**config.mk**
```make
export PLATFORM = sky130hd
export DESIGN_NAME = tes_front
export DESIGN_NICKNAME = d
export VERILOG_FILES = /design/src/hw/rtl/tes_pkg.sv /design/src/hw/rtl/tes_front.sv
export SDC_FILE = /design/constraint.sdc
export NUM_CORES = 1
export LEC_CHECK = 0
export ABC_AREA = 1
export BUFFER_PORTS_ARGS = -buffer_cell sky130_fd_sc_hd__buf_2
export CAP_MARGIN = 20
export CORE_AREA = 2 2 218 156
export DETAILED_ROUTE_END_ITERATION = 7
export DIE_AREA = 0 0 220 158
export PLACE_DENSITY = 0.78
export SETUP_SLACK_MARGIN = 0.02
export SYNTH_ARGS = -nofsm -noshare
export SYNTH_HDL_FRONTEND = slang
export SYNTH_SLANG_ARGS = --single-unit
```
**constraint.sdc**
```tcl
create_clock -name i_clk -period 15.71 [get_ports i_clk]
set_input_delay 2.3565 -clock i_clk [delete_from_list [all_inputs] [get_ports i_clk]]
set_output_delay 2.3565 -clock i_clk [all_outputs]
set_load 0.05 [all_outputs]
```
**src/hw/rtl/tes_pkg.sv**
```systemverilog
// Package: payload types, codes and shared constants for the track error statistics block.
`default_nettype none
package tes_pkg;

    localparam int TRUTH_DEPTH_DEF = 256;

    typedef enum logic [1:0] {
        MODE_CLEAR = 2'd0,
        MODE_TRUTH = 2'd1,
        MODE_EST   = 2'd2,
        MODE_NONE  = 2'd3
    } t_mode;

    localparam logic [1:0] STATUS_OK      = 2'd0;
    localparam logic [1:0] STATUS_EMPTY   = 2'd1;
    localparam logic [1:0] STATUS_DROPPED = 2'd2;

    typedef struct packed {
        logic [1:0]         mode;
        logic [31:0]        sample_time;
        logic signed [31:0] pos_x;
        logic signed [31:0] pos_y;
        logic signed [31:0] vel_x;
        logic signed [31:0] vel_y;
        logic signed [31:0] innov_x;
        logic signed [31:0] innov_y;
        logic               last;
    } t_in;

    typedef struct packed {
        logic [31:0]        rmse_pos;
        logic [31:0]        rmse_vel;
        logic [31:0]        peak_pos_error;
        logic signed [31:0] mean_innov_x;
        logic signed [31:0] mean_innov_y;
        logic [31:0]        estimate_total;
        logic [1:0]         status;
    } t_out;

    typedef enum logic [3:0] {
        ST_IDLE,
        ST_SCAN,
        ST_FETCH,
        ST_FETCH_WAIT,
        ST_SQ,
        ST_SUM,
        ST_ROOT,
        ST_ACC,
        ST_DIV,
        ST_FIN_ROOT,
        ST_OUT
    } t_state;

endpackage
`default_nettype wire

```
**src/hw/rtl/tes_front.sv**
```systemverilog
// Front end: input request queue of two entries that decouples acceptance from the engine.
`default_nettype none
module tes_front (
    input  wire logic          i_clk,
    input  wire logic          i_rst_n,
    input  wire logic          i_push,
    input  wire tes_pkg::t_in  i_item,
    output logic               o_full,
    output logic               o_valid,
    output tes_pkg::t_in       o_item,
    input  wire logic          i_take
);
    import tes_pkg::*;

    t_in        r_q [2];
    logic       r_rd, n_rd, r_wr, n_wr;
    logic [1:0] r_cnt, n_cnt;
    logic       w_push, w_pop;

    assign o_full  = (r_cnt == 2'd2);
    assign o_valid = (r_cnt != 2'd0);
    assign o_item  = r_q[r_rd];
    assign w_push  = i_push && !o_full;
    assign w_pop   = i_take && o_valid;

    always_comb begin
        n_rd  = w_pop ? !r_rd : r_rd;
        n_wr  = w_push ? !r_wr : r_wr;
        n_cnt = r_cnt + {1'b0, w_push} - {1'b0, w_pop};
    end

    always_ff @(posedge i_clk) begin
        if (!i_rst_n) begin
            r_rd  <= 1'b0;
            r_wr  <= 1'b0;
            r_cnt <= 2'd0;
        end else begin
            r_rd  <= n_rd;
            r_wr  <= n_wr;
            r_cnt <= n_cnt;
        end
        if (w_push) begin
            r_q[r_wr] <= i_item;
        end
    end
endmodule
`default_nettype wire

```
; Word-level counts from Yosys, hierarchy flattened
; Memories as Yosys holds them, arrays and structs flattened. A register that Yosys moved wholly into a read port is not among the register bits.
; Cells that the tools add are included.
[classes]
n_addsub = 2
n_eq_ne = 1
n_mux = 4
n_reduce_logical = 6
[op_table]
columns = op, n
row1 = $mux W1, 4
row2 = $logic_not A1 Y1, 3
row3 = $add A2 B1 Y2, 1
row4 = $eq A2 B2 Y1 const B, 1
row5 = $logic_and A1 B1 Y1, 2
row6 = $reduce_bool A2 Y1, 1
row7 = $sub A2 B1 Y2, 1
[totals]
ram_bits = 454
n_memories = 1
in_bits = 231
ff_bits = 4
word_cells = 17
[memory_table]
columns = memory, depth, width, rd, rd_clocked_by_memory_dff, write_ports, line_no
row1 = r_q, 2, 227, 1, 1, 1, tes_front.sv:15  ; t_in r_q [2];

; Longest topological paths before layout
; Gate-level depths: netlist (run 1).
[depth]
depth_word = 5
ltp_mapped = 11
mapped_depth_nobuf = 11

; Least setup slack after synthesis (run 1)
; OpenSTA, ideal clock, no wires.
[synth_timing]
kind = input -> register
from = in i_push
to = mem r_q[0][0] in the netlist's numbering, enable pin
setup_ns = 0.818
n_path_buf = 0
path_stages = 2
setup_slack_ns = 3.061
t_required_ns = 14.892
arrival_time_ns = 11.832
cell_sequence = nand2_1 -> nor2_1
[synth_between]
elab_chain_len = 3
[synth_rtl]
columns = item, line_no
row1 = from (decl), tes_front.sv:6  ; input wire logic i_push,
row2 = $logic_and A1 B1 Y1, tes_front.sv:23  ; assign w_push = i_push && !o_full;
row3 = $mux W1, tes_front.sv:42  ; if (w_push) begin
row4 = $mux W1 (implied by the code), tes_front.sv:43  ; r_q[r_wr] <= i_item;
row5 = to (decl), tes_front.sv:15
; Every way passes these cells.

==> summary by stage, run 1 <==
Routing
The via count normalized by instance count is 5.09. The post-detailed-route count of antenna-violating nets is 0. The first-pass iteration count of the detailed router is 4.

The average routed wire per standard cell is about 21 um. The routed via count is 8,692. Wires add up to 35,300 um. The total DRC errors in the routed layout is 0. The number of design-rule violations left by the first detailed-router iteration is 571.

Floorplanning
The area of the core is 0.0328 mm^2. The die extent in y is approximately 160 um. In this run the horizontal extent of the chip is 220 um. The effective utilization at floorplan is 51.0%. The area enclosed by the die boundary is 0.0348 mm^2. In this run the core area contains 56 standard-cell rows.

The boundary pin count is 460.

Synthesis
The cell type contributing the most total cell area after synthesis is sky130_fd_sc_hd__edfxtp_1. In this run the cell area of the synthesized design comes to roughly 0.017 mm^2. The yosys synthesis warning count is 0. After Yosys synthesis, XOR and XNOR cells account for 0% of the synthesized area. Of the total synthesized cell area, the portion taken by AND, OR, NAND and NOR gates is 0.471%. After synthesis, the largest family of logic cells by area is multiplexers. The synthesized design contains around 460 register bits.

Summing the areas of all compound-gate instances in the mapped netlist gives less than 1% of the synthesized area. The portion of synthesized area spent on multiplexers is 16.0%. The synthesized area per cell is 22.5 um^2. Summing the sequential cell areas from Yosys gives between 80 and 90% of the chip area. By area the synthesized netlist is led by sky130_fd_sc_hd__edfxtp_1, sky130_fd_sc_hd__mux2_2, sky130_fd_sc_hd__mux2_4.

The count of mapped cells out of synthesis is between 700 and 800. The number of nets handed over by synthesis was 976. The synthesized netlist contains 13 unique library cells. Of the total synthesized cell area, the portion taken by full adders, half adders and majority gates is less than 1%. The proportion of netlist area held by the largest area contributor is 81.5%.

Timing
The final critical-path share of the clock period is 35.5%. Setup repair after global routing left no endpoint under its margin. Headroom to the max-slew limit came out at 30.0%. After routing, the total negative slack on setup checks comes to 0 ps. The worst path in the final design needs a cycle of 5570 ps, including I/O delays and setup. The number of slew-limit violations in the final report is 0. The transition time at the pin with the least slew margin is 1050 ps.

The number of hold violations in the final report came to 0. The highest achievable clock rate is about 180 MHz. Across the routed clock network, the largest skew measured is 18.6 ps. The count of endpoints failing setup in the final report is 0.

Placed design
The final RePlAce weighted congestion is 0.812. The wire-length estimate of the detail-placed layout is between 20,000 and 25,000 um. The count of buffers inserted at the top-level ports is approximately 460.

Hold path
The path with the worst hold slack has its endpoint at r_rd$_SDFFE_PN0P_. In this run the most critical hold path is launched from r_rd$_SDFFE_PN0P_. In this run the worst hold path is classified as register to register. The worst hold path passes through 2 cells.

Clocking
Clock tree synthesis selected as its root buffer the cell sky130_fd_sc_hd__clkbuf_16. No sink is reached through more buffers than the 3 on the longest clock path. The worst-skew pair later-pin latency is 540 ps. The count of H-tree levels built during CTS is 2. The number of clock buffers added by TritonCTS is 44.

For this design, the CTS-stage hold fixing added 0 buffers. The clock transition at the registers of the reported paths is 60 ps. TritonCTS built the clock tree. The clock sink count is 459. After clock tree synthesis, the repair step resized 0 gates. The post-CTS setup-driven buffer insertion count is 0.

Status
The run finished with clean final reports.

Pwr
The leakage dissipation is 0.00784 uW. The worst voltage drop across the vdd grid is 0.000153 V. For this design the ratio of total power to cell area is 185 mW/mm^2.

Worst setup path
For this design, the slowest cell found on the critical path is sky130_fd_sc_hd__dfxtp_4. The beginning of the worst register-to-register path is r_cnt[0]$_SDFF_PN0_. The reg2reg setup slack is between 10,000 and 15,000 ps.

The critical path goes through buf_4 -> buf_4 -> buf_16 -> mux2_2 -> buf_2. The required time at the worst-slack endpoint is 13,350 ps. The most frequent cell on the critical path is sky130_fd_sc_hd__buf_4. Of all nets on the critical path, the largest fanout is 73. For the worst setup path, the data arrival time is 3220 ps.

For the worst flop-to-flop path, the logic depth is 6. The endpoint identified for the worst register-to-register timing path is r_q[0][22]$_DFFE_PP_. The peak per-stage delay on the critical path is 1000 ps. The capturing element type of the critical path is an output pin.

The critical path startpoint category is a register. The critical path class is register to output pin.

Run
The reported max-cap violation count is 0.

Final layout
In the layout the commonest cells are sky130_fd_sc_hd__buf_2, sky130_fd_sc_hd__edfxtp_1, sky130_fd_sc_hd__mux2_2, sky130_fd_sc_hd__clkbuf_16, sky130_fd_sc_hd__mux2_4. The fraction of layout instances using a drive strength above 1 is 60.2%. The utilization after layout is roughly 64%. Relative to the synthesized area, the layout overhead comes to 24.7%. After filler insertion, the fill cell instance count of the layout stands at ~2,200. The layout net count is 1,465.

The library cell used most frequently in the layout, excluding fill and tap cells, is sky130_fd_sc_hd__buf_2.

Global route
The number of global-route vias before repair is 8,758. Entering global routing, the biggest net connects 80 pins. Summed over all layers, the global routing overflow is 0. The number of antenna violations at the first check in global routing is 11. The first global-routing pass estimated 49,900 um of wire. The total track usage is 19.2%.
## worst max-delay path by stage
stage | end | slack, ps | cells after the start
2_1_floorplan | r_q[0][0]$_DFFE_PP_ | 3060 | 2
3_3_place_gp | o_item[125] | 9650 | 4
3_5_place_dp | o_item[119] | 9650 | 4
4_1_cts | o_item[127] | 9060 | 4
5_1_grt | o_item[108] | 9960 | 5
6_report | o_item[121] | 10140 | 5
## final cells by class
type / count / area, um^2 / share of cell area [%]
clock buffer: 50 / 1140 / 5.49
timing repair buffer: 468 / 2400 / 11.5
sequential: 459 / 13700 / 65.8
multi-input combinational: 251 / 2790 / 13.4
tap: 435 / 544 / 2.61
inverter: 8 / 37.5 / 0.180
clock inverter: 29 / 185 / 0.888
antenna: 7 / 17.5 / 0.0840
## critical path, delay by kind of cell (launching register included)
kind | cells | cell delay, ps
flops | 1 | 1000
buf+inv | 4 | 1170
mux | 1 | 400
## per-stage QoR
step           cells  setup slack, ps  power [uW]  hold WS, ps  cell area [um^2]
5_1_grt         1704             9960        4000          566             20900
4_1_cts         1698             9060        3890          516             20800
3_5_place_dp    1619             9650        2910          501             19500
2_1_floorplan    743             3060        2680          467             16700
3_3_place_gp    1619             9650        2890          488             19500
6_report        1707            10140        3860          514             20900
## synthesized netlist by cell type, drive strengths merged
master / n
dfxtp: 5
inv: 8
buf: 25
ha: 2
edfxtp: 454
nand3: 3
nor2: 8
nand2: 9
mux2: 227
a21oi: 2
## metal layers
layer  part of all wire (%)  wire length (um)  vias to the layer above  global-route usage (%)
li1                       -                 -                     3941                       -
met1                     37             13200                     4315                    22.9
met2                     51             18000                      357                    32.6
met3                    9.2              3240                       71                    6.84
met4                    2.1               757                        8                    6.62
met5                   0.15                53                        -                       0
## kinds of logic after synthesis
group                    Yosys count
buffers and inverters             33
AO/OA/AOI/OAI                      2
multiplexers                     227
adder cells (fa/ha/maj)            2
flip-flops                       459
AND/OR/NAND/NOR                   20
## state kept, by name (all words and copies together) (netlist names), named ones only
name,cells
r_wr,1
r_q,454
r_rd,1
r_cnt,2
## power by group
| part | total, uW | switching (uW) | leakage (uW) | internal, uW |
|---|---|---|---|---|
| Sequential | 1610 | 61.9 | 0.00428 | 1550 |
| Combinational | 1270 | 930 | 0.00291 | 343 |
| Clock | 975 | 433 | 0.000647 | 541 |
Power figures use the tool's default switching activity.
==> run 2, diff against run 1 <==
Settings changed: CORE_AREA 2 2 218 156 to 2 2 229 163, DIE_AREA 0 0 220 158 to 0 0 231 165, PLACE_DENSITY 0.78 to 0.75.
Clock period 15.71 ns to 4.71 ns, I/O delays scaled along.
==> summary by stage, run 2 (same netlist as run 1, synthesis figures left out) <==
Placed design
The pre-CTS worst setup slack is 2010 ps (-7640 ps). The final RePlAce weighted congestion is 0.791 (-2.5%). The cell count after placement was 1,671 (+3.2%). The count of buffers inserted at the top-level ports is 459 (unchanged). The placed cell area was 0.0196 mm^2 (+0.93%).

The placed wire-length estimate is 23,300 um (-1.7%).

Hold path
The path with the worst hold slack has its endpoint at r_q[0][220]$_DFFE_PP_. The cell depth of the worst min-delay path is 1 (-1). The startpoint of the most critical hold path is i_item[220]. The class of the most critical hold timing path is primary input to register.

Pwr
The part of the power in combinational logic is 33.3% (+0.3 points). The power density over cell area is 617 mW/mm^2 (+230%). The share of total power in sequential cells was 41.2% (-0.6 points).

The leakage dissipation is 0.00787 uW (+0.41%). The total power after layout was 13,000 uW (+240%). The internal power summed over all cells came to 8230 uW (+240%). The worst voltage drop across the vdd grid came to 0.000448 V (+190%).

The share of total power consumed by net switching is 36.4% (-0.47 points). The portion of total power attributed to the clock network came to 25.5% (+0.3 points). The net switching power figure came to 4720 uW (+230%).

Run
The reported max-cap violation count is 0 (unchanged).

Worst setup path
The critical path class is register to output pin. The critical path goes through buf_12 -> mux2_2 -> buf_2. The slowest cell on the critical path is sky130_fd_sc_hd__dfxtp_4. The endpoint arrival time on the critical path is 2510 ps (-710 ps). The beginning of the worst register-to-register path is r_cnt[0]$_SDFF_PN0_. The depth of the critical timing path with buffers and inverters included was 3 (-2). The path depth of the worst reg2reg path came to 5 (-1).

The maximum net fanout on the critical path was 75 (+2.7%). The required time at the worst-slack endpoint came to 4000 ps (-9350 ps). The capturing element type of the critical path is an output pin. The number of buffer and inverter instances along the worst setup path is 2 (-2). The end of the worst register-to-register path is r_q[0][197]$_DFFE_PP_. The critical path startpoint category is a register. The peak per-stage delay on the critical path was 830 ps (-170 ps). The reg2reg setup slack is 2480 ps (-9820 ps). The kind of cell adding the most delay to the critical path is flip-flops.

Timing
The worst path uses around 68% of the clock period. Setup repair after global routing left no endpoint under its margin. The setup TNS is 0 ps (unchanged). The count of endpoints failing setup in the final report is 0 (unchanged).

The post-route minimum period is 3210 ps. The setup clock skew after layout is 14.0 ps (-4.57 ps). The final setup slack of the worst path is 1500 ps (-8640 ps). The transition time at the pin with the least slew margin was 936 ps (-114 ps). The number of hold violations in the final report is 0 (unchanged). The headroom to the max-slew limit is 37.4% (+7.5 points). Based on the critical path, the design can be clocked at up to 311 MHz. The number of slew-limit violations in the final report is 0 (unchanged).

Final layout
The footprint of the flip-flops and latches is 0.0137 mm^2 (unchanged). The number of fill cells is 2,649 (+18%). The finished layout cell area is 0.0210 mm^2 (+0.65%). The area growth from synthesis to layout is 25.5%. r_q holds more flip-flops than any other register. The non-filler instance count after layout was 1,752 (+2.6%). The library cell used most frequently in the layout, excluding fill and tap cells, is sky130_fd_sc_hd__buf_2.

The fraction of layout instances using a drive strength above 1 is 60.2% (+0.079 points). Leaving out fill and tap cells, the most frequent cells in the layout are sky130_fd_sc_hd__buf_2, sky130_fd_sc_hd__edfxtp_1, sky130_fd_sc_hd__mux2_2, sky130_fd_sc_hd__clkbuf_16, sky130_fd_sc_hd__mux2_4. The largest registers in the layout are r_q: 454 flops, r_cnt: 2 flops. The area of the multi-input gates is 0.00279 mm^2 (unchanged). The layout net count is 1,470 (+0.34%).

The flip-flop count of the largest register after layout is 454 (unchanged).

Clocking
The number of gates resized after cts was 0 (unchanged). The post-CTS setup-driven buffer insertion count came to 0 (unchanged). The clock transition at the registers of the reported paths was 60 ps (about the same). The hold buffer count at CTS is 0 (unchanged). The worst-skew pair later-pin latency is 530 ps (about the same). The master cell of the clock root buffer is sky130_fd_sc_hd__clkbuf_16. The clock sink count was 459 (unchanged). The number of clock buffers inserted by TritonCTS came to 44 (unchanged). The count of H-tree levels built during CTS is 2 (unchanged).

The number of buffers between clock root and the deepest sink came to 3 (unchanged). The CTS tree is yes.

Routing
The first-pass iteration count of the detailed router is 4 (unchanged). The wire length on met2 is 17,400 um (-3.6%). The routed via count is 8,522 (-2.0%). Routed signal wires occupy layers up through met5.

The wire length the detailed router placed on met1 came to 13,500 um (+2.1%). The total DRC errors in the routed layout is 0 (unchanged). The average routed wire per standard cell was 19.8 um (-4.1%). The number of design-rule violations left by the first detailed-router iteration was 531 (-7.0%).

The via count normalized by instance count was 4.86 (-4.5%). The post-detailed-route count of antenna-violating nets came to 0 (unchanged). The wire length after detailed routing came to 34,700 um (-1.6%). The met3 wirelength from detailed routing is 2980 um (-8.0%).

Global route
The number of global-route vias before repair is 8,978 (+2.5%). The global-route congestion overflow total is 0 (unchanged). The first-pass GRT wire length came to 50,600 um (+1.5%). The number of antenna violations at the first check in global routing came to 10 (-1). The total track usage is 17.6% (-1.6 points).

The largest net degree at the start of global routing is 128 (+60%).

Floorplanning
The area enclosed by the die boundary came to 0.0381 mm^2 (+9.7%). The boundary pin count is 460 (unchanged). The number of placement rows is 58 (+3.6%). The die width was 231 um (+5.0%). The die extent in y is 165 um (+4.4%). The area of the core came to 0.0357 mm^2 (+8.9%). The effective utilization at floorplan is 46.8% (-4.2 points).

Status
The run finished with clean final reports.
==> run 2: worst max path at each step <==
stage	start	end
3_3_place_gp	register	o_item[131]
3_5_place_dp	register	o_item[131]
2_1_floorplan	i_push	r_q[1][0]$_DFFE_PP_
4_1_cts	register	o_item[131]
6_report	register	o_item[97]
5_1_grt	register	o_item[6]
==> run 2: power by group through the flow <==
stage | logic [uW] | clock network (uW) | registers, uW
6_report | 4310 | 3310 | 5340
5_1_grt | 4500 | 3550 | 5390
3_3_place_gp | 4320 | 0 | 5390
3_5_place_dp | 4340 | 0 | 5430
4_1_cts | 4360 | 3400 | 5350
2_1_floorplan | 3410 | 0 | 5400
==> run 2: final cells by class <==
| cell class | count | share of cell area, % |
|---|---|---|
| clock inverters | 22 | 0.894 |
| multi-input cells | 251 | 13.3 |
| flip-flops and latches | 459 | 65.4 |
| well taps | 480 | 2.86 |
| inverters | 8 | 0.161 |
| clock buffers | 52 | 5.49 |
| repair buffers | 473 | 11.8 |
| diodes | 7 | 0.0834 |
==> run 2: stage by stage <==
step | utilization [%] | hold WS [ps]
finish | 58.8 | 356
global route | 58.8 | 326
CTS | 58.8 | 323
detailed placement | 55.0 | 498
global placement | 55.0 | 484
floorplan | - | 467
==> run 2: layer usage <==
layer | vias up | GRT usage, %
li1 | 3948 | -
met1 | 4183 | 21.3
met2 | 322 | 29.9
met3 | 63 | 5.97
met4 | 6 | 5.81
met5 | - | 0
==> run 3, diff against run 2 <==
Settings changed: CORE_AREA 2 2 229 163 to 2 2 218 156, DIE_AREA 0 0 231 165 to 0 0 220 158, PLACE_DENSITY 0.75 to 0.78.
Clock period 4.71 ns to 2.96 ns, I/O delays scaled along.
==> summary by stage, run 3 (same netlist as run 1, synthesis figures left out) <==
Final layout
The register containing the most flip-flops in the final layout is r_q. The fraction of layout instances using a drive strength above 1 was 60.2% (about the same). The non-filler instance count after layout was 1,715 (-2.1%). The utilization after layout came to 64.1% (+5.3 points).

The most common cell after layout, fill and taps aside is sky130_fd_sc_hd__buf_2. The finished layout cell area is 0.0210 mm^2 (about the same). In the final layout, the registers with the most flip-flops are r_q: 454 flops, r_cnt: 2 flops. The layout net count is 1,469 (-0.068%). The area growth from synthesis to layout was 25.6% (about the same). The flip-flop count of the largest register after layout is 454 (unchanged). The library cells used most frequently in the layout, excluding fill and tap cells, are sky130_fd_sc_hd__buf_2, sky130_fd_sc_hd__edfxtp_1, sky130_fd_sc_hd__mux2_2, sky130_fd_sc_hd__clkbuf_16, sky130_fd_sc_hd__mux2_4.

Routing
The via count normalized by instance count is 5.06 (+4.1%). The routed via count is 8,686 (+1.9%). The first-pass iteration count of the detailed router is 4 (unchanged). The number of design-rule violations left by the first detailed-router iteration is 593 (+12%). The wire length after detailed routing is 35,400 um (+2.0%). The post-detailed-route count of antenna-violating nets is 0 (unchanged). The total DRC errors in the routed layout is 0 (unchanged). The average routed wire per standard cell is 20.7 um (+4.2%).

Timing
The number of hold violations in the final report is 0 (unchanged). After layout, the minimum clock period comes to 2600 ps. The transition time at the pin with the least slew margin is 522 ps (-414 ps). The count of endpoints failing setup in the final report was 0 (unchanged). The final critical-path share of the clock period is 87.9%. The hold slack was 96.6 ps (-259 ps). Setup repair after global routing left no endpoint under its margin. Timing would allow up to 384 MHz. The headroom to the max-slew limit is 65.2% (+28 points).

The setup clock skew after layout is 7.05 ps (-6.93 ps). The number of slew-limit violations in the final report was 0 (unchanged).

Pwr
The portion of total power attributed to the clock network is 25.6% (about the same). The part of the power in combinational logic came to 33.5% (+0.2 points). The leakage dissipation is 0.00788 uW (about the same). The worst voltage drop across the vdd grid was 0.000753 V (+68%). The share of total power consumed by net switching is 36.4% (-0.084 points). The net switching power figure is 7520 uW (+59%). The share of total power in sequential cells was 41.0% (-0.2 points). The internal power summed over all cells is 13,200 uW (+60%).

The power density over cell area is 985 mW/mm^2 (+60%).

Worst setup path
Among all stages on the critical path, the largest delay is contributed by sky130_fd_sc_hd__dfxtp_4. The peak per-stage delay on the critical path was 600 ps (-230 ps). Walking the worst path, the cells encountered are buf_4 -> mux2_2 -> buf_2.

The critical path startpoint category is a register. The endpoint arrival time on the critical path was 2160 ps (-350 ps). The critical path class is register to output pin. The required time at the worst-slack endpoint is 2520 ps (-1480 ps). The capturing element type of the critical path is an output pin. The maximum net fanout on the critical path is 25 (-67%).

Placed design
The final RePlAce weighted congestion is 0.847 (+7.1%). The count of buffers inserted at the top-level ports was 459 (unchanged). The placed wire-length estimate is 24,000 um (+3.1%). The placed cell area is 0.0196 mm^2 (about the same). The cell count after placement is 1,626 (-2.7%).

Run
The reported max-cap violation count is 0 (unchanged).

Clocking
The number of clock buffers inserted by TritonCTS is 43 (-2.3%). The clock transition at the registers of the reported paths came to 60 ps (about the same). The hold buffer count at CTS is 0 (unchanged). The worst-skew pair later-pin latency was 530 ps (about the same). The number of gates resized after cts was 0 (unchanged). The number of buffers between clock root and the deepest sink is 3 (unchanged). TritonCTS built the clock tree. The clock sink count was 459 (unchanged). The count of H-tree levels built during CTS is 2 (unchanged). The post-CTS setup-driven buffer insertion count is 0 (unchanged). The master cell of the clock root buffer is sky130_fd_sc_hd__clkbuf_16.

Floorplanning
The effective utilization at floorplan was 51.0% (+4.2 points). The die width was 220 um (-4.8%). The number of placement rows is 56 (-3.4%). The area enclosed by the die boundary is 0.0348 mm^2 (-8.8%).

The boundary pin count is 460 (unchanged). The area of the core is 0.0328 mm^2 (-8.2%). The die extent in y is 158 um (-4.2%).

Global route
The largest net degree at the start of global routing was 83 (-35%). The first-pass GRT wire length is 49,700 um (-1.8%). The number of global-route vias before repair came to 8,934 (-0.49%).

The total track usage was 19.2% (+1.6 points). The global-route congestion overflow total is 0 (unchanged). The number of antenna violations at the first check in global routing is 20 (+10).

Hold path
The min-delay analysis places its worst path in the category primary input to register.

Status
The run finished with clean final reports.
## run 3: per-stage QoR
| step | setup slack, ps | total power, uW | setup TNS [ps] |
|---|---|---|---|
| 6_report | 357 | 20700 | 0 |
| 5_1_grt | 233 | 21400 | 0 |
| 4_1_cts | 305 | 20900 | 0 |
| 3_5_place_dp | 892 | 15600 | 0 |
| 3_3_place_gp | 908 | 15500 | 0 |
| 2_1_floorplan | -1340 | 14000 | -608500 |
## run 3: final timing paths
check                           start                     to  slack [ps]  depth (start not counted)
setup / recovery             register             o_item[27]         360                          3
hold / removal            i_item[167]  r_q[1][167]$_DFFE_PP_         100                          1
setup reg to reg  r_cnt[0]$_SDFF_PN0_  r_q[1][142]$_DFFE_PP_        1300                          5
hold reg to reg     r_rd$_SDFFE_PN0P_               register         520                          2
## run 3: layout make-up
type                            instances  area (um^2)
Inverter                                8         33.8
Fill cell                            2268        11800
Sequential cell                       459        13700
Antenna cell                           11         27.5
Timing Repair Buffer                  473         2510
Clock buffer                           63         1190
Tap cell                              435          544
Multi-Input combinational cell        251         2800
Clock inverter                         15          153
## run 3: power groups by stage
stage	registers, uW	clock network [uW]	logic, uW
after floorplan	8600	0	5440
after global placement	8560	0	6910
after detailed placement	8610	0	6950
after CTS	8480	5400	6980
after global routing	8550	5650	7220
final	8480	5290	6920
## run 3: metal layers
| metal | share of wire (%) | vias to the layer above | track usage [%] |
|---|---|---|---|
| met3 | 11 | 79 | 8.91 |
| met2 | 50 | 359 | 32.0 |
| met1 | 37 | 4266 | 21.8 |
| met5 | 0.40 | - | 0 |
| li1 | - | 3960 | - |
| met4 | 2.3 | 22 | 6.81 |
## run 3: critical path: cells and delay by family (launching register included)
kind / cells / cell delay (ps)
buffers and inverters: 2 / 610
flip-flops: 1 / 600
multiplexers: 1 / 390
